--- src/hw/rtl/pss_pkg.sv ---
// shared constants, codes and control structs of the statistics unit
// depends on: nothing
`timescale 1ns / 1ps
`default_nettype none

package pss_pkg;

    localparam int PSS_MAX_SAMPLES = 1024;
    localparam int ADDR_W = $clog2(PSS_MAX_SAMPLES);
    localparam int CNT_W = $clog2(PSS_MAX_SAMPLES + 1);
    localparam int SMP_W = 16;
    localparam int FREE_W = 10;
    localparam int CMP_W = (CNT_W > FREE_W) ? CNT_W : FREE_W;
    localparam int SUM_W = SMP_W + CNT_W;
    localparam int CD_W = CNT_W + SMP_W + 1;
    localparam int PR_W = SMP_W + CD_W;
    localparam int DEV_W = 56;
    localparam int DIV_W = 68;
    localparam int MAG_W = DIV_W - 16;
    localparam int DEN_W = 2 * CNT_W;
    localparam int MEAN_W = 24;
    localparam int VAR_W = 49;
    localparam int COV_W = 50;
    localparam int STD_W = 24;
    localparam int SQ_IT = (VAR_W + 1) / 2;
    localparam int RM_W = SQ_IT + 4;

    localparam logic [1:0] ST_OK = 2'd0;
    localparam logic [1:0] ST_FEW = 2'd1;
    localparam logic [1:0] ST_DROP = 2'd2;

    typedef enum logic [2:0] {
        SEL_MEAN_A,
        SEL_MEAN_B,
        SEL_VAR_A,
        SEL_VAR_B,
        SEL_COV
    } pss_sel_t;

    typedef struct packed {
        logic     load;
        logic     div_start;
        pss_sel_t div_sel;
        logic     pass_start;
        logic     sqrt_start;
        logic     sqrt_b;
        logic     publish;
    } pss_cmd_t;

    typedef struct packed {
        logic div_done;
        logic pass_done;
        logic sqrt_done;
        logic too_few;
        logic out_free;
    } pss_stat_t;

endpackage

`default_nettype wire

--- src/hw/rtl/pss_div.sv ---
// iterative restoring divider, one quotient bit per cycle, with round-half flag
// depends on: pss_pkg
`timescale 1ns / 1ps
`default_nettype none

module pss_div (
    input  wire logic                       clk,
    input  wire logic                       rst_n,
    input  wire logic                       start,
    input  wire logic [pss_pkg::DIV_W-1:0]  num,
    input  wire logic [pss_pkg::DEN_W-1:0]  den,
    output logic                            done,
    output logic [pss_pkg::DIV_W-1:0]       quot,
    output logic                            round_up
);
    import pss_pkg::*;

    localparam int IT_W = $clog2(DIV_W);

    logic              busy_reg;
    logic              done_reg;
    logic [IT_W-1:0]   cnt_reg;
    logic [DIV_W-1:0]  nq_reg;
    logic [DEN_W-1:0]  rem_reg;
    logic [DEN_W-1:0]  den_reg;
    logic [DEN_W:0]    rem_sh;
    logic              ge;
    logic [DEN_W-1:0]  rem_next;
    logic [DIV_W-1:0]  nq_next;

    always_comb
    begin
        rem_sh = {rem_reg, nq_reg[DIV_W-1]};
        ge = rem_sh >= {1'b0, den_reg};
        rem_next = ge ? DEN_W'(rem_sh - {1'b0, den_reg}) : rem_sh[DEN_W-1:0];
        nq_next = {nq_reg[DIV_W-2:0], ge};
    end

    always_ff @(posedge clk or negedge rst_n)
    begin
        if (!rst_n)
        begin
            busy_reg <= 1'b0;
            done_reg <= 1'b0;
            cnt_reg <= '0;
        end
        else
        begin
            done_reg <= 1'b0;
            if (start)
            begin
                busy_reg <= 1'b1;
                cnt_reg <= IT_W'(DIV_W - 1);
            end
            else if (busy_reg)
            begin
                cnt_reg <= cnt_reg - 1'b1;
                if (cnt_reg == '0)
                begin
                    busy_reg <= 1'b0;
                    done_reg <= 1'b1;
                end
            end
        end
    end

    always_ff @(posedge clk)
    begin
        if (start)
        begin
            nq_reg <= num;
            rem_reg <= '0;
            den_reg <= den;
        end
        else if (busy_reg)
        begin
            nq_reg <= nq_next;
            rem_reg <= rem_next;
        end
    end

    assign done = done_reg;
    assign quot = nq_reg;
    // remainder at least half the divisor
    assign round_up = {rem_reg, 1'b0} >= {1'b0, den_reg};

endmodule

`default_nettype wire

--- config.mk ---
export PLATFORM = sky130hd
export DESIGN_NAME = pss_div
export DESIGN_NICKNAME = d
export VERILOG_FILES = /design/src/hw/rtl/pss_pkg.sv /design/src/hw/rtl/pss_div.sv
export SDC_FILE = /design/constraint.sdc
export NUM_CORES = 1
export LEC_CHECK = 0
export ABC_CLOCK_PERIOD_IN_PS = 3200
export BUFFER_PORTS_ARGS = -buffer_cell sky130_fd_sc_hd__buf_4
export CAP_MARGIN = 40
export CORE_ASPECT_RATIO = 1.4
export CORE_MARGIN = 2
export CORE_UTILIZATION = 53
export DETAILED_ROUTE_END_ITERATION = 16
export GPL_TIMING_DRIVEN = 0
export PLACE_DENSITY_LB_ADDON = 0.3
export SLEW_MARGIN = 5
export SYNTH_ARGS = -nofsm -noshare
export SYNTH_HDL_FRONTEND = slang
export SYNTH_SLANG_ARGS = --single-unit
--- constraint.sdc ---
create_clock -name clk -period 3.2 [get_ports clk]
set_input_delay 0.48 -clock clk [delete_from_list [all_inputs] [get_ports clk]]
set_output_delay 0.48 -clock clk [all_outputs]
set_load 0.01 [all_outputs]
==> results.md <==
- Post-synthesis sequential area ratio: 0.543
- Total via count in the routed design: 4868
- Result of the run: complete, no violations
- FF-to-FF path depth: 11
- Routability-driven placement congestion ratio: 0.915
- CTS H-Tree Depth: 4
- Type of the setup path with the least slack: reg -> reg
- Number of synthesized register bits: 121
- Leading register cell type out of synthesis: sky130_fd_sc_hd__edfxtp_1
- Total I/O pin count: 163
- Count of filler cells inserted in the layout: 798
- Min-Delay Path Depth: 1
- Hold path startpoint: den[10]
- Util after Layout: 0.724
- Clock tree buffer depth: 2
- Post-layout net count: 819
- Worst slack at placement: 123 ps
- FF-to-FF Start: quot[67]
- Synthesized area per cell: 12.0 µm²
- Total setup violations reported at the end of the flow: 0
- Setup total negative slack: 0 ps
- Area enclosed by the die boundary: 12600 µm²
- Global routing usage summed across all routing layers: 0.267
- Element type at the critical path end: flip-flop
- Vias per cell: 5.67
- Setup repair after global routing missed its margin: false
- Xor/xnor share of the synthesized area: 0.0297
- Post-synthesis mux area share: 0.132
- Slew @ Worst Pin: 862 ps
- Number of different library cells in the post-synthesis netlist: 56
- Share of the clock period used by the worst path after layout: 0.914
- Worst slew slack as a fraction of its limit: 0.425
- Endpoint, Worst Hold: den_reg[10]
- Worst path setup slack after routing: 275 ps
- Clock sink count: 121
- Post-Layout Cell Count: 858
- Maxcap violations: 0
- DP Wirelength: 11800 µm
- Global-route wire length before repair: 25800 µm
- Cell Count Post-Placement: 825
- Mapped Nets: 636
- Maximum operating frequency: 342 MHz
- Layout overhead on the synthesized area: 33.1%
- Via count of the first global-routing pass: 5155
- Number of enable flip-flop cells after synthesis: 90
- Basic-gate share of the synthesized area counting and, or, nand and nor cells: 0.0928
- Core box area: 11400 µm²
- Data required time of the worst path: 3470 ps
- Combinational family with the most area after synthesis: multiplexers
- Overall power consumption: 5250 µW
- R2r endpoint: rem_reg[16]
- Pins over their slew limit: 0
- Fraction of the mapped netlist area in adder cells: 0.0516
- Max reg flops: 68
- Syn Std Cell Area: 6200 µm²
- GR met1 Demand/Resource: 0.281
- Effective utilization at floorplan: 0.544
- Setup repair bufs after CTS: 0
- Critical Path Source Type: flip-flop
- Fraction of layout instances using a drive strength above 1: 0.392
- Width of the die: 95.4 µm
- Gate count after technology mapping: 518
- Clock tree root driver cell: sky130_fd_sc_hd__clkbuf_16
- Die outline height: 132 µm
- DR WL/cell: 19.0 µm
- Final critical path time including I/O delays and setup: 2930 ps
- Number of DRC violations after detailed routing: 0
- Number of nets with antenna violations after detailed routing: 0
- Core Rows: 46
- Total grt overflow: 0
- Grt met2 use: 0.470
- First drt pass iteration count: 7
- Compound-gate portion of the synthesized area: 0.115
- Overall routed net length: 16300 µm
- Violation count after the first detailed-routing iteration: 291
- Worst-case vdd ir drop: 0.369 mV
- Clock transition at the registers of the reported paths: 60 ps
- Worst setup skew after layout: 8.56 ps
- Flop2flop setup slack: 270 ps
- Antenna diodes: 0
- Crit-path max FO: 5
- Input/output buffers: 162
- Busiest layer in global routing: met2
- Total leakage power: 0.00355 µW
- Latest clock arrival within the worst-skew pair: 420 ps
- Pin count of the biggest net entering global routing: 42
- Synth warn: 0
- Number of hold violations in the final report: 0
- Power per standard cell area: 636 nW/µm²
- TritonCTS clock tree: built
- Worst path arrival time: 3190 ps
- Antenna violations before repair: 0
- CTS buffer count: 17
- Worst min-delay path category: in -> reg
- GR met3 Demand/Resource: 0.0915
- Share of synthesized flip-flops with an asynchronous set or reset: 0.0744
==> logic make-up (layout without fill, tap and decap cells) <==
group,after synthesis,in the layout
and+or+nand+nor,120,120
xor gates and xnor gates,21,21
DFF,121,121
AOI/OAI and AO/OA,104,104
adders and majority gates,25,25
muxes,73,73
buffers and inverters,54,250
==> where the power goes <==
group          total (µW)  switching (µW)  internal, µW
combinational        1220             635           583
sequential           2010             118          1890
clock                2020             721          1300
==> synthesized netlist by cell type, types with 4 or more instances <==
cell type / n / area [µm²]
sky130_fd_sc_hd__a31oi_1: 4 / 25.0
sky130_fd_sc_hd__edfxtp_1: 90 / 2700
sky130_fd_sc_hd__dfrtp_1: 9 / 225
sky130_fd_sc_hd__nor3_1: 9 / 45.0
sky130_fd_sc_hd__buf_2: 6 / 30.0
sky130_fd_sc_hd__a311oi_1: 7 / 61.3
sky130_fd_sc_hd__a21oi_1: 24 / 120
sky130_fd_sc_hd__nand3_1: 15 / 75.1
sky130_fd_sc_hd__inv_1: 31 / 116
sky130_fd_sc_hd__nand2_1: 39 / 146
sky130_fd_sc_hd__nor2_1: 25 / 93.8
sky130_fd_sc_hd__o21bai_1: 7 / 52.6
sky130_fd_sc_hd__mux2i_1: 4 / 40.0
sky130_fd_sc_hd__clkbuf_1: 15 / 56.3
sky130_fd_sc_hd__dfxtp_1: 22 / 440
sky130_fd_sc_hd__o21ai_0: 18 / 90.1
sky130_fd_sc_hd__xor2_1: 12 / 105
sky130_fd_sc_hd__nand2b_1: 6 / 37.5
sky130_fd_sc_hd__o22ai_1: 4 / 25.0
sky130_fd_sc_hd__xnor2_1: 9 / 78.8
sky130_fd_sc_hd__a21o_1: 11 / 82.6
sky130_fd_sc_hd__and3_1: 7 / 43.8
sky130_fd_sc_hd__ha_1: 24 / 300
sky130_fd_sc_hd__o21a_1: 5 / 37.5
sky130_fd_sc_hd__mux2_2: 69 / 777
==> worst max-delay path by stage <==
stage                     startpoint          end  slack, ps  depth (start not counted)
after floorplan                start      quot[0]        450                          4
after global placement         start     quot[50]       -780                          5
after detailed placement       start     quot[45]        120                          6
after CTS                   quot[67]  rem_reg[16]        300                         11
after global routing        quot[67]  rem_reg[16]         50                         11
final                       quot[67]  rem_reg[16]        270                         11
==> per-stage QoR <==
stage          cell area, µm²  hold WS (ps)
2_1_floorplan            6200           184
3_5_place_dp             7620           309
4_1_cts                  8250           227
6_report                 8260           236
3_3_place_gp             7600           304
5_1_grt                  8260           227
==> repair_timing <==
item | in CTS | in global routing
endpoints found under the hold margin | 9 | 0
gates resized for setup | 0 | 1
hold buffers | 1 | 0
setup endpoints to repair | 0 | 1
==> metal layers <==
| layer | routed length [µm] | up-vias | part of all wire |
|---|---|---|---|
| met5 | 0 | - | 0 |
| met4 | 485 | 0 | 0.030 |
| met3 | 1350 | 36 | 0.083 |
| met2 | 8690 | 206 | 0.53 |
| met1 | 5770 | 2334 | 0.35 |
| li1 | - | 2292 | - |
==> worst max-delay path, stage by stage, from the launching register on <==
cell and delay, ps:
sky130_fd_sc_hd__edfxtp_1 380, sky130_fd_sc_hd__inv_1 90, sky130_fd_sc_hd__ha_1 160, sky130_fd_sc_hd__inv_1 60, sky130_fd_sc_hd__fa_1 410, sky130_fd_sc_hd__a21oi_1 280
sky130_fd_sc_hd__o221ai_2 240, sky130_fd_sc_hd__a2111oi_1 440, sky130_fd_sc_hd__or3_1 270, sky130_fd_sc_hd__o21ai_0 150, sky130_fd_sc_hd__xnor2_1 190, sky130_fd_sc_hd__o22ai_1 110
==> cell usage in the layout, fill, tap and decap left out, types with 5 or more instances in the layout <==
cell,Yosys,layout
sky130_fd_sc_hd__buf_4,1,163
sky130_fd_sc_hd__edfxtp_1,90,90
sky130_fd_sc_hd__mux2_2,69,69
sky130_fd_sc_hd__nand2_1,39,39
sky130_fd_sc_hd__inv_1,31,30
sky130_fd_sc_hd__nor2_1,25,25
sky130_fd_sc_hd__a21oi_1,24,24
sky130_fd_sc_hd__ha_1,24,24
sky130_fd_sc_hd__dfxtp_1,22,22
sky130_fd_sc_hd__o21ai_0,18,18
sky130_fd_sc_hd__clkbuf_16,0,17
sky130_fd_sc_hd__clkbuf_1,15,15
sky130_fd_sc_hd__nand3_1,15,15
sky130_fd_sc_hd__xor2_1,12,12
sky130_fd_sc_hd__a21o_1,11,11
sky130_fd_sc_hd__nor3_1,9,9
sky130_fd_sc_hd__xnor2_1,9,9
sky130_fd_sc_hd__dfrtp_1,9,9
sky130_fd_sc_hd__and3_1,7,7
sky130_fd_sc_hd__o21bai_1,7,7
sky130_fd_sc_hd__a311oi_1,7,7
sky130_fd_sc_hd__buf_2,6,6
sky130_fd_sc_hd__nand2b_1,6,6
sky130_fd_sc_hd__o21a_1,5,5
==> area by class of cell <==
| class | count | area (µm²) | share of cell area |
|---|---|---|---|
| sequential | 121 | 3370 | 0.408 |
| multi-input combinational | 343 | 2610 | 0.317 |
| timing repair buffer | 164 | 1250 | 0.151 |
| clock buffer | 17 | 425 | 0.0515 |
| clock inverter | 15 | 200 | 0.0242 |
| tap | 144 | 180 | 0.0218 |
| inverter | 31 | 116 | 0.0141 |
| buffer | 23 | 105 | 0.0127 |
Power figures use the tool's default switching activity.
