## src/hw/rtl/pss_pkg.sv

```systemverilog
// shared constants, codes and control structs of the statistics unit
// depends on: nothing
`timescale 1ns / 1ps
`default_nettype none

package pss_pkg;

    localparam int PSS_MAX_SAMPLES = 1024;
    localparam int ADDR_W = $clog2(PSS_MAX_SAMPLES);
    localparam int CNT_W = $clog2(PSS_MAX_SAMPLES + 1);
    localparam int SMP_W = 16;
    localparam int FREE_W = 10;
    localparam int CMP_W = (CNT_W > FREE_W) ? CNT_W : FREE_W;
    localparam int SUM_W = SMP_W + CNT_W;
    localparam int CD_W = CNT_W + SMP_W + 1;
    localparam int PR_W = SMP_W + CD_W;
    localparam int DEV_W = 56;
    localparam int DIV_W = 68;
    localparam int MAG_W = DIV_W - 16;
    localparam int DEN_W = 2 * CNT_W;
    localparam int MEAN_W = 24;
    localparam int VAR_W = 49;
    localparam int COV_W = 50;
    localparam int STD_W = 24;
    localparam int SQ_IT = (VAR_W + 1) / 2;
    localparam int RM_W = SQ_IT + 4;

    localparam logic [1:0] ST_OK = 2'd0;
    localparam logic [1:0] ST_FEW = 2'd1;
    localparam logic [1:0] ST_DROP = 2'd2;

    typedef enum logic [2:0] {
        SEL_MEAN_A,
        SEL_MEAN_B,
        SEL_VAR_A,
        SEL_VAR_B,
        SEL_COV
    } pss_sel_t;

    typedef struct packed {
        logic     load;
        logic     div_start;
        pss_sel_t div_sel;
        logic     pass_start;
        logic     sqrt_start;
        logic     sqrt_b;
        logic     publish;
    } pss_cmd_t;

    typedef struct packed {
        logic div_done;
        logic pass_done;
        logic sqrt_done;
        logic too_few;
        logic out_free;
    } pss_stat_t;

endpackage

`default_nettype wire

```

## src/hw/rtl/pss_ctrl.sv

```systemverilog
// sequencer of the statistics unit: load, means, second pass, divisions, roots
// depends on: pss_pkg
`timescale 1ns / 1ps
`default_nettype none

module pss_ctrl (
    input  wire logic                clk,
    input  wire logic                rst_n,
    input  wire logic                in_valid,
    input  wire logic                last,
    input  wire pss_pkg::pss_stat_t  stat,
    output logic                     in_stall,
    output pss_pkg::pss_cmd_t        cmd
);
    import pss_pkg::*;

    typedef enum logic [3:0] {
        S_LOAD,
        S_MEAN_A,
        S_MEAN_B,
        S_PASS,
        S_VAR_A,
        S_VAR_B,
        S_COV,
        S_SQRT_A,
        S_SQRT_B,
        S_WAIT_OUT
    } state_t;

    state_t   state_reg;
    logic     div_start_reg;
    pss_sel_t div_sel_reg;
    logic     pass_start_reg;
    logic     sqrt_start_reg;
    logic     sqrt_b_reg;
    logic     load;
    logic     publish;

    assign load = in_valid && (state_reg == S_LOAD);
    assign publish = (state_reg == S_WAIT_OUT) && stat.out_free;
    assign in_stall = (state_reg != S_LOAD);

    always_ff @(posedge clk or negedge rst_n)
    begin
        if (!rst_n)
        begin
            state_reg <= S_LOAD;
            div_start_reg <= 1'b0;
            div_sel_reg <= SEL_MEAN_A;
            pass_start_reg <= 1'b0;
            sqrt_start_reg <= 1'b0;
            sqrt_b_reg <= 1'b0;
        end
        else
        begin
            div_start_reg <= 1'b0;
            pass_start_reg <= 1'b0;
            sqrt_start_reg <= 1'b0;
            case (state_reg)
                S_LOAD:
                begin
                    if (load && last)
                    begin
                        state_reg <= S_MEAN_A;
                        div_start_reg <= 1'b1;
                        div_sel_reg <= SEL_MEAN_A;
                    end
                end
                S_MEAN_A:
                begin
                    if (stat.div_done)
                    begin
                        state_reg <= S_MEAN_B;
                        div_start_reg <= 1'b1;
                        div_sel_reg <= SEL_MEAN_B;
                    end
                end
                S_MEAN_B:
                begin
                    if (stat.div_done)
                    begin
                        if (stat.too_few)
                        begin
                            state_reg <= S_WAIT_OUT;
                        end
                        else
                        begin
                            state_reg <= S_PASS;
                            pass_start_reg <= 1'b1;
                        end
                    end
                end
                S_PASS:
                begin
                    if (stat.pass_done)
                    begin
                        state_reg <= S_VAR_A;
                        div_start_reg <= 1'b1;
                        div_sel_reg <= SEL_VAR_A;
                    end
                end
                S_VAR_A:
                begin
                    if (stat.div_done)
                    begin
                        state_reg <= S_VAR_B;
                        div_start_reg <= 1'b1;
                        div_sel_reg <= SEL_VAR_B;
                    end
                end
                S_VAR_B:
                begin
                    if (stat.div_done)
                    begin
                        state_reg <= S_COV;
                        div_start_reg <= 1'b1;
                        div_sel_reg <= SEL_COV;
                    end
                end
                S_COV:
                begin
                    if (stat.div_done)
                    begin
                        state_reg <= S_SQRT_A;
                        sqrt_start_reg <= 1'b1;
                        sqrt_b_reg <= 1'b0;
                    end
                end
                S_SQRT_A:
                begin
                    if (stat.sqrt_done)
                    begin
                        state_reg <= S_SQRT_B;
                        sqrt_start_reg <= 1'b1;
                        sqrt_b_reg <= 1'b1;
                    end
                end
                S_SQRT_B:
                begin
                    if (stat.sqrt_done)
                    begin
                        state_reg <= S_WAIT_OUT;
                    end
                end
                S_WAIT_OUT:
                begin
                    if (publish)
                    begin
                        state_reg <= S_LOAD;
                    end
                end
                default:
                begin
                    state_reg <= S_LOAD;
                end
            endcase
        end
    end

    always_comb
    begin
        cmd.load = load;
        cmd.div_start = div_start_reg;
        cmd.div_sel = div_sel_reg;
        cmd.pass_start = pass_start_reg;
        cmd.sqrt_start = sqrt_start_reg;
        cmd.sqrt_b = sqrt_b_reg;
        cmd.publish = publish;
    end

endmodule

`default_nettype wire

```

## config.mk

```make
export PLATFORM = sky130hd
export DESIGN_NAME = pss_ctrl
export DESIGN_NICKNAME = d
export VERILOG_FILES = /design/src/hw/rtl/pss_pkg.sv /design/src/hw/rtl/pss_ctrl.sv
export SDC_FILE = /design/constraint.sdc
export NUM_CORES = 1
export LEC_CHECK = 0
export ABC_AREA = 1
export BUFFER_PORTS_ARGS = -buffer_cell sky130_fd_sc_hd__clkbuf_2
export CORE_UTILIZATION = 54
export CTS_BUF_LIST = sky130_fd_sc_hd__clkbuf_4
export DETAILED_ROUTE_END_ITERATION = 6
export MAX_ROUTING_LAYER = met4
export PLACE_DENSITY = 0.88
export SYNTH_ARGS = -nofsm -noshare
export SYNTH_HDL_FRONTEND = slang
export SYNTH_SLANG_ARGS = --single-unit
```

## constraint.sdc

```tcl
create_clock -name clk -period 1.7 [get_ports clk]
set_clock_uncertainty 0.05 [all_clocks]
set_input_delay 0.255 -clock clk [delete_from_list [all_inputs] [get_ports clk]]
set_output_delay 0.255 -clock clk [all_outputs]
set_load 0.05 [all_outputs]
```

==> impl_metrics.ini, run 1 <==
[timing]
timing.fmax_ghz = 0.6018
min_period_ns = 1.662
hold_ws_ns = 0.2308
finalSetupViolCount = 0
hold_violations = 0
slew-limit-headroom = 0.8119
worst_slew_pin_slew_ns = 0.2833
slew_viol_final = 0
min_period_over_period = 0.9774

[cts]
worstSkewPairLatency_ns = 0.26
cts_max_level = 1
root_buffer = clkbuf_4
clkTransAtPathRegs_ns = 0.07
cts_buffer_depth = 2
cts_tree = done
cts_sinks = 11
cts_made_buffers = 3

[synthesis]
yosys.area.top_type = dfrtp_1
syn_avg_cell_area_um2 = 7.589
ys_seq_area_frac = 0.3390
synth_nets = 116
synth-seq-cells = 11
synth_cell_types = 19
synth.yosys.warnings = 0
postSynthCellCount = 107
yosys-top-cells-area = dfrtp_1, nand2_1, nor2_4
yosysTopAreaCellShare = 0.3390
syn_area_um2 = 812.0

[worst_setup_path]
rrSetupSlack_ns = 0.26
r2r-end = state_reg[3]
end_kind = output pin
cpMaxStageDelayCell = dfrtp_2
cp_max_fo = 5
required_ns = 1.39
reg2reg_from = state_reg[1]
r2r_cells = 8
path_cells = inv_2, nor2_2, nand2_1, nor2_1, clkbuf_4
crit_type = flip-flop to output pin
cp_top_family = flip-flops
critPathBufInv = 2
critPathMaxStageDelay_ns = 0.45
cp-start-kind = flip-flop
worstPathArrival_ns = 1.36

[finish]
fillers = 109
nNetsFinal = 136
syn_to_final_growth_pct = 17.57
diodes = 0
drive_gt1_frac = 0.4444
finalNonFillerCells = 141
largest_reg_flops = 4

[placed_design]
gp_congestion = 0.9557
post-dp-hpwl_mm = 1.237
dp.cells = 134
portBuffers = 18

[grt]
antenna_found_initial = 0
grtUsageTotal = 0.2284
first_global_vias = 623
overflow = 0
grt_first_pass_wirelength_mm = 2.421
grt_max_degree = 12

[hold_path]
holdPathEnd = pass_start_reg
hold_depth = 4
hp-start = stat[1]
holdCritPathClass = input pin to flip-flop

[die]
start_util = 0.6015
num_rows = 13
die_y_um = 40.78
num_io_pins = 19
die_w_um = 40.78
die_area_um2 = 1663
coreArea_um2 = 1350

[flow_run]
maxCapViolCount = 0

[detailed_routing]
drtAntennaViolNets = 0
routedWlPerCell_um = 11.88
via_per_inst = 5.284
drc = 0
vias = 745
drtIter0Drc = 24
drt_pass1_iterations = 4
wl_mm = 1.675

[power]
peakVddDrop_v = 0.001184
total_power_mw = 1.851
p_per_area_nw_per_um2 = 1939
p_leak_nw = 0.5133

[outcome]
status = finished, final reports clean
tightest hold or removal path, cell delays in order:
cell,delay [ns]
clkbuf_2,0.09
inv_1,0.04
nand3_1,0.10
nor2_1,0.04
cell type report:
type | instances | area, um^2 | area share
inverters | 16 | 60.06 | 0.06291
clock buffers | 4 | 30.03 | 0.03145
repair buffers | 21 | 123.9 | 0.1298
flip-flops and latches | 11 | 280.3 | 0.2936
well taps | 15 | 18.77 | 0.01966
multi-input cells | 74 | 441.7 | 0.4626
cell usage after synthesis:
master / count
nor2_1: 6
a21oi_2: 1
o21ai_1: 4
inv_2: 4
buf_4: 6
nand2_1: 24
nand3_2: 1
nand2_2: 8
inv_1: 12
nor2_2: 5
dfrtp_1: 11
nand2_4: 1
nor2_4: 5
nand3_1: 7
a21oi_1: 1
nand4_1: 5
nand3_4: 2
o21ai_0: 3
nor3_2: 1
stage by stage:
stage	util	setup slack, ns	setup TNS (ns)	area, um^2
detailed placement	0.6487	0.1887	0	875.8
global placement	0.6487	0.2283	0	875.8
global route	0.7071	-0.01279	-0.01279	954.7
finish	0.7071	0.03842	0	954.7
CTS	0.6867	-0.02686	-0.02686	927.1
floorplan	-	0.1600	0	812.0
metal layers:
layer	global-route usage	wire length (um)	share of wire
met1	0.2584	709	0.42
met2	0.3633	863	0.52
met3	0.09783	80	0.048
met4	0.06667	22	0.013
met5	-	0	0
worst max-delay path by stage:
stage / start / slack, ns / cells after the start / end
after floorplan: state_reg[1] / 0.16 / 4 / cmd[8]
after global placement: state_reg[1] / 0.23 / 4 / cmd[8]
after detailed placement: state_reg[1] / 0.19 / 4 / cmd[8]
after CTS: state_reg[0] / -0.03 / 5 / cmd[0]
after global routing: state_reg[3] / -0.01 / 5 / cmd[0]
final: state_reg[3] / 0.04 / 5 / cmd[0]
cells by family after synthesis:
group                  count (synthesis)  share of synthesized area
buffers and inverters                 22                     0.1294
AO/OA/AOI/OAI                          9                    0.06008
AND/OR/NAND/NOR                       65                     0.4715
flip-flops                            11                     0.3390
power breakdown:
group | switching [mW] | internal, mW | total [mW]
logic | 0.822 | 0.365 | 1.19
clock network | 0.0883 | 0.107 | 0.195
registers | 0.108 | 0.362 | 0.469
what timing repair did:
item,in CTS,in global routing
hold buffers,1,0
buffers inserted,0,2
endpoints found under the setup margin,2,2
gates cloned,0,0
endpoints found under the hold margin,11,0
pin swaps,0,2
gates resized for setup,4,6
cell usage in the layout, fill, tap and decap left out:
cell / n
nand2_4: 1
nand3_4: 2
dfrtp_1: 7
a21oi_1: 1
dlygate4sd3_1: 1
nand4_1: 5
inv_1: 12
nor2_1: 6
o21ai_0: 3
nand2_2: 8
nand2_1: 24
inv_2: 4
buf_6: 1
nor2_2: 3
nand3_1: 7
a21oi_2: 1
dfrtp_2: 4
clkbuf_4: 5
nor2_4: 7
nand3_2: 1
clkbuf_2: 16
nor3_2: 1
o21ai_1: 4
buf_4: 2
(Power assumes the default switching activity.)
==> run 2: changes to the inputs <==
--- a/config.mk
+++ b/config.mk
@@ -10,7 +10,6 @@
 export CORE_UTILIZATION = 54
 export CTS_BUF_LIST = sky130_fd_sc_hd__clkbuf_4
 export DETAILED_ROUTE_END_ITERATION = 6
-export MAX_ROUTING_LAYER = met4
 export PLACE_DENSITY = 0.88
 export SYNTH_ARGS = -nofsm -noshare
 export SYNTH_HDL_FRONTEND = slang
==> impl_metrics.ini, run 2 (synthesized netlist as in run 1, its figures left out) <==
[outcome]
status = finished, final reports clean

[finish]
postLayoutCellArea_um2 = 954.7
syn_to_final_growth_pct = 17.57
final_common_cell = nand2_1
drive_gt1_frac = 0.4444
largest_reg_flops = 4
diodes = 0
nNetsFinal = 136
final_cell_mix = nand2_1, clkbuf_2, inv_1

[detailed_routing]
vias = 699
drt_pass1_iterations = 4
drtAntennaViolNets = 0
routedWlPerCell_um = 10.97
wl_mm = 1.547
via_per_inst = 4.957
drtIter0Drc = 19
drc = 0

[die]
die_y_um = 40.78
die_w_um = 40.78
coreArea_um2 = 1350
die_area_um2 = 1663
num_io_pins = 19
start_util = 0.6015
num_rows = 13

[cts]
cts_made_buffers = 3
worstSkewPairLatency_ns = 0.26
cts_buffer_depth = 2
cts_tree = done
cts_max_level = 1
clkTransAtPathRegs_ns = 0.07
cts_sinks = 11
root_buffer = clkbuf_4

[power]
peakVddDrop_v = 0.001154
total_power_mw = 1.834
p_leak_nw = 0.5134
p_int_uw = 829.7
clock_power_share = 0.103
p_comb_frac = 0.645
swShare = 0.5477
power_switching_mw = 1.005
p_per_area_nw_per_um2 = 1921
seqPwrFrac = 0.252

[placed_design]
postPlaceCellArea_um2 = 875.8
gp_congestion = 0.8943
pre_cts_slack_ns = 0.1705
portBuffers = 18
post-dp-hpwl_mm = 1.221

[worst_setup_path]
cp_max_fo = 5
required_ns = 1.39
critPathLaunch = state_reg[3]
worstPathArrival_ns = 1.32
end_kind = output pin
cp-start-kind = flip-flop
reg2reg_from = state_reg[1]
crit_type = flip-flop to output pin

[timing]
min_period_over_period = 0.9532
min_period_ns = 1.620
slew-limit-headroom = 0.8149
worst_slew_pin_slew_ns = 0.2789
rsz0062_at_grt = no
worst_slack_ns = 0.07955
finalSetupViolCount = 0
slew_viol_final = 0
finalSetupTns_ns = 0
timing.fmax_ghz = 0.6171
hold_violations = 0

[grt]
grt_first_pass_wirelength_mm = 2.283
grt_use_met2 = 0.3516
grt_max_degree = 12
use_met3 = 0.06522
met1_usage = 0.2651
overflow = 0
first_global_vias = 558
top_usage_layer = met2
grtUsageTotal = 0.2120
antenna_found_initial = 0

[hold_path]
hp-start = stat[1]
holdCritPathClass = input pin to flip-flop

[flow_run]
maxCapViolCount = 0
## run 2: timing repair
action | in CTS | in global routing
setup buffers | 0 | 2
gates resized for setup | 6 | 4
hold buffers | 1 | 0
endpoints found under the hold margin | 11 | 0
endpoints found under the setup margin | 2 | 2
pin swaps | 0 | 1
## run 2: power groups by stage
stage | combinational (mW) | sequential [mW] | clock (mW)
after floorplan | 0.864 | 0.529 | 0
after global placement | 1.09 | 0.446 | 0
after detailed placement | 1.11 | 0.454 | 0
after CTS | 1.12 | 0.462 | 0.196
after global routing | 1.29 | 0.478 | 0.211
final | 1.18 | 0.462 | 0.189
## run 2: worst max-delay path: stages (launching register included)
cell      delay (ns)
dfrtp_2         0.44
inv_2           0.06
nor2_2          0.16
nand2_1         0.07
nor2_1          0.09
clkbuf_4        0.23
## run 2: area by class of cell
| type | count | area [um^2] |
|---|---|---|
| clock buffers | 4 | 30.03 |
| fillers | 113 | 395.4 |
| inverters | 16 | 60.06 |
| multi-input cells | 74 | 441.7 |
| flip-flops and latches | 11 | 280.3 |
| well taps | 15 | 18.77 |
| repair buffers | 21 | 123.9 |
## run 2: layer usage
metal,part of all wire,vias up
li1,-,371
met1,0.46,308
met2,0.49,20
met3,0.042,0
met4,0,0
met5,0,-
## run 2: final timing paths
kind | slack [ns] | cells after the start | end
worst min-delay path | 0.23 | 4 | pass_start_reg
min in group asynchronous | 0.34 | 2 | div_sel_reg[0]
worst min register to register | 0.45 | 2 | sqrt_b_reg
max in group asynchronous | 1.02 | 2 | state_reg[3]
worst max register to register | 0.25 | 8 | state_reg[1]
worst max-delay path | 0.08 | 5 | cmd[0]
## run 2: through the flow
step	hold slack, ns	util	cells
after global placement	0.08925	0.6487	134
after detailed placement	0.09201	0.6487	134
final	0.2286	0.7071	141
after floorplan	-0.09059	-	107
after global routing	0.2487	0.7071	141
after CTS	0.2205	0.6886	139
==> run 3: changes to the inputs <==
--- a/config.mk
+++ b/config.mk
@@ -7,10 +7,12 @@
 export LEC_CHECK = 0
 export ABC_AREA = 1
 export BUFFER_PORTS_ARGS = -buffer_cell sky130_fd_sc_hd__clkbuf_2
+export CORE_MARGIN = 2
 export CORE_UTILIZATION = 54
 export CTS_BUF_LIST = sky130_fd_sc_hd__clkbuf_4
 export DETAILED_ROUTE_END_ITERATION = 6
 export PLACE_DENSITY = 0.88
+export SLEW_MARGIN = 20
 export SYNTH_ARGS = -nofsm -noshare
 export SYNTH_HDL_FRONTEND = slang
 export SYNTH_SLANG_ARGS = --single-unit
==> impl_metrics.ini, run 3 (synthesized netlist as in run 1, its figures left out) <==
[die]
coreArea_um2 = 1350
num_io_pins = 19
die_area_um2 = 1830
num_rows = 13
start_util = 0.6015
die_y_um = 42.78
die_w_um = 42.78

[placed_design]
portBuffers = 18
post-dp-hpwl_mm = 1.253
gp_congestion = 0.8810
postPlaceCellArea_um2 = 875.8

[detailed_routing]
vias = 729
via_per_inst = 5.207
drtAntennaViolNets = 0
drt_pass1_iterations = 4
routedWlPerCell_um = 11.17
highest_layer = met3
met2_length_um = 796
wl_met1_um = 662
drc = 0
drtIter0Drc = 17
dr_wl_met3_um = 105
wl_mm = 1.564

[worst_setup_path]
crit_type = flip-flop to output pin
rrSetupSlack_ns = 0.25
worstPathArrival_ns = 1.33
required_ns = 1.39
critPathMaxStageDelay_ns = 0.45
cp-start-kind = flip-flop
end_kind = output pin
path_cells = inv_2, nor2_2, nand2_1, nor2_1, clkbuf_4
cp_max_fo = 6
cpMaxStageDelayCell = dfrtp_2

[power]
p_comb_frac = 0.632
power_switching_uw = 994.1
p_leak_nw = 0.5074
peakVddDrop_v = 0.001429
clock_power_share = 0.109
p_per_area_nw_per_um2 = 1908
seqPwrFrac = 0.258
p_int_uw = 796.5
swShare = 0.5552

[finish]
post-route-util = 0.6951
fillers = 113
diodes = 0
regArea_um2 = 280.3
largest_reg_flops = 4
multiInputGateArea_um2 = 436.7
drive_gt1_frac = 0.4400
postLayoutCellArea_um2 = 938.4
final_cell_mix = nand2_1, clkbuf_2, inv_1
nNetsFinal = 135
syn_to_final_growth_pct = 15.56
final_common_cell = nand2_1

[cts]
cts_buffer_depth = 2
cts_sinks = 11
cts_made_buffers = 3
root_buffer = clkbuf_4
clkTransAtPathRegs_ns = 0.07
worstSkewPairLatency_ns = 0.27
cts_max_level = 1
cts_tree = done

[grt]
antenna_found_initial = 0
grtUsageTotal = 0.1942
grt_max_degree = 12
first_global_vias = 648
overflow = 0
grt_first_pass_wirelength_mm = 2.684

[timing]
timing.fmax_ghz = 0.6112
min_period_ns = 1.636
hold_violations = 0
finalSetupViolCount = 0
slew-limit-headroom = 0.8168
min_period_over_period = 0.9625
worst_slew_pin_slew_ns = 0.2760
slew_viol_final = 0

[flow_run]
maxCapViolCount = 0

[outcome]
status = finished, final reports clean

[hold_path]
holdCritPathClass = input pin to flip-flop
## run 3: worst max-delay path: cells and delay by family (launching register included)
kind | cells | cell delay, ns
buf+inv | 2 | 0.29
flops | 1 | 0.45
simple gates | 3 | 0.33
## run 3: area by class of cell
| type | instances | share of cell area |
|---|---|---|
| Timing Repair Buffer | 20 | 0.1200 |
| Sequential cell | 11 | 0.2987 |
| Inverter | 16 | 0.06400 |
| Tap cell | 15 | 0.02000 |
| Clock buffer | 4 | 0.03200 |
| Multi-Input combinational cell | 74 | 0.4653 |
## run 3: path summary, 6_finish.rpt
kind	cells after the start	startpoint	to
setup / recovery	5	state_reg[0]	cmd[0]
hold / removal	4	stat[1]	pass_start_reg
setup reg to reg	8	state_reg[0]	state_reg[2]
hold reg to reg	2	sqrt_b_reg	sqrt_b_reg
max in group asynchronous	2	rst_n	state_reg[0]
min in group asynchronous	2	rst_n	div_sel_reg[2]
## run 3: through the flow
step           power, mW     TNS, ns  instances  setup WS, ns  hold WS (ns)
6_report           1.791           0        140       0.06382        0.2185
5_1_grt            1.920  -0.0006649        140    -0.0006649        0.2563
4_1_cts            1.772    -0.01155        139      -0.01155        0.2216
3_5_place_dp       1.556           0        134        0.2024       0.09063
3_3_place_gp       1.534           0        134        0.2293       0.08654
2_1_floorplan      1.392           0        107        0.1600      -0.09059
## run 3: layer usage
metal	vias to the layer above	GRT usage
li1	372	-
met1	337	0.2302
met2	20	0.3212
met3	0	0.08511
met4	0	0.04375
met5	-	0
## run 3: what timing repair did
item                                    in CTS  in global routing
setup buffers                                0                  1
gates cloned                                 0                  0
hold endpoints to repair                    11                  0
hold buffers                                 1                  0
endpoints found under the setup margin       2                  2
resized for setup                            4                  4
## run 3: power by group through the flow
stage          combinational, mW  clock [mW]  sequential (mW)
2_1_floorplan              0.864           0            0.529
3_3_place_gp                1.09           0            0.446
3_5_place_dp                1.10           0            0.454
4_1_cts                     1.12       0.196            0.458
5_1_grt                     1.24       0.205            0.476
6_report                    1.13       0.196            0.463
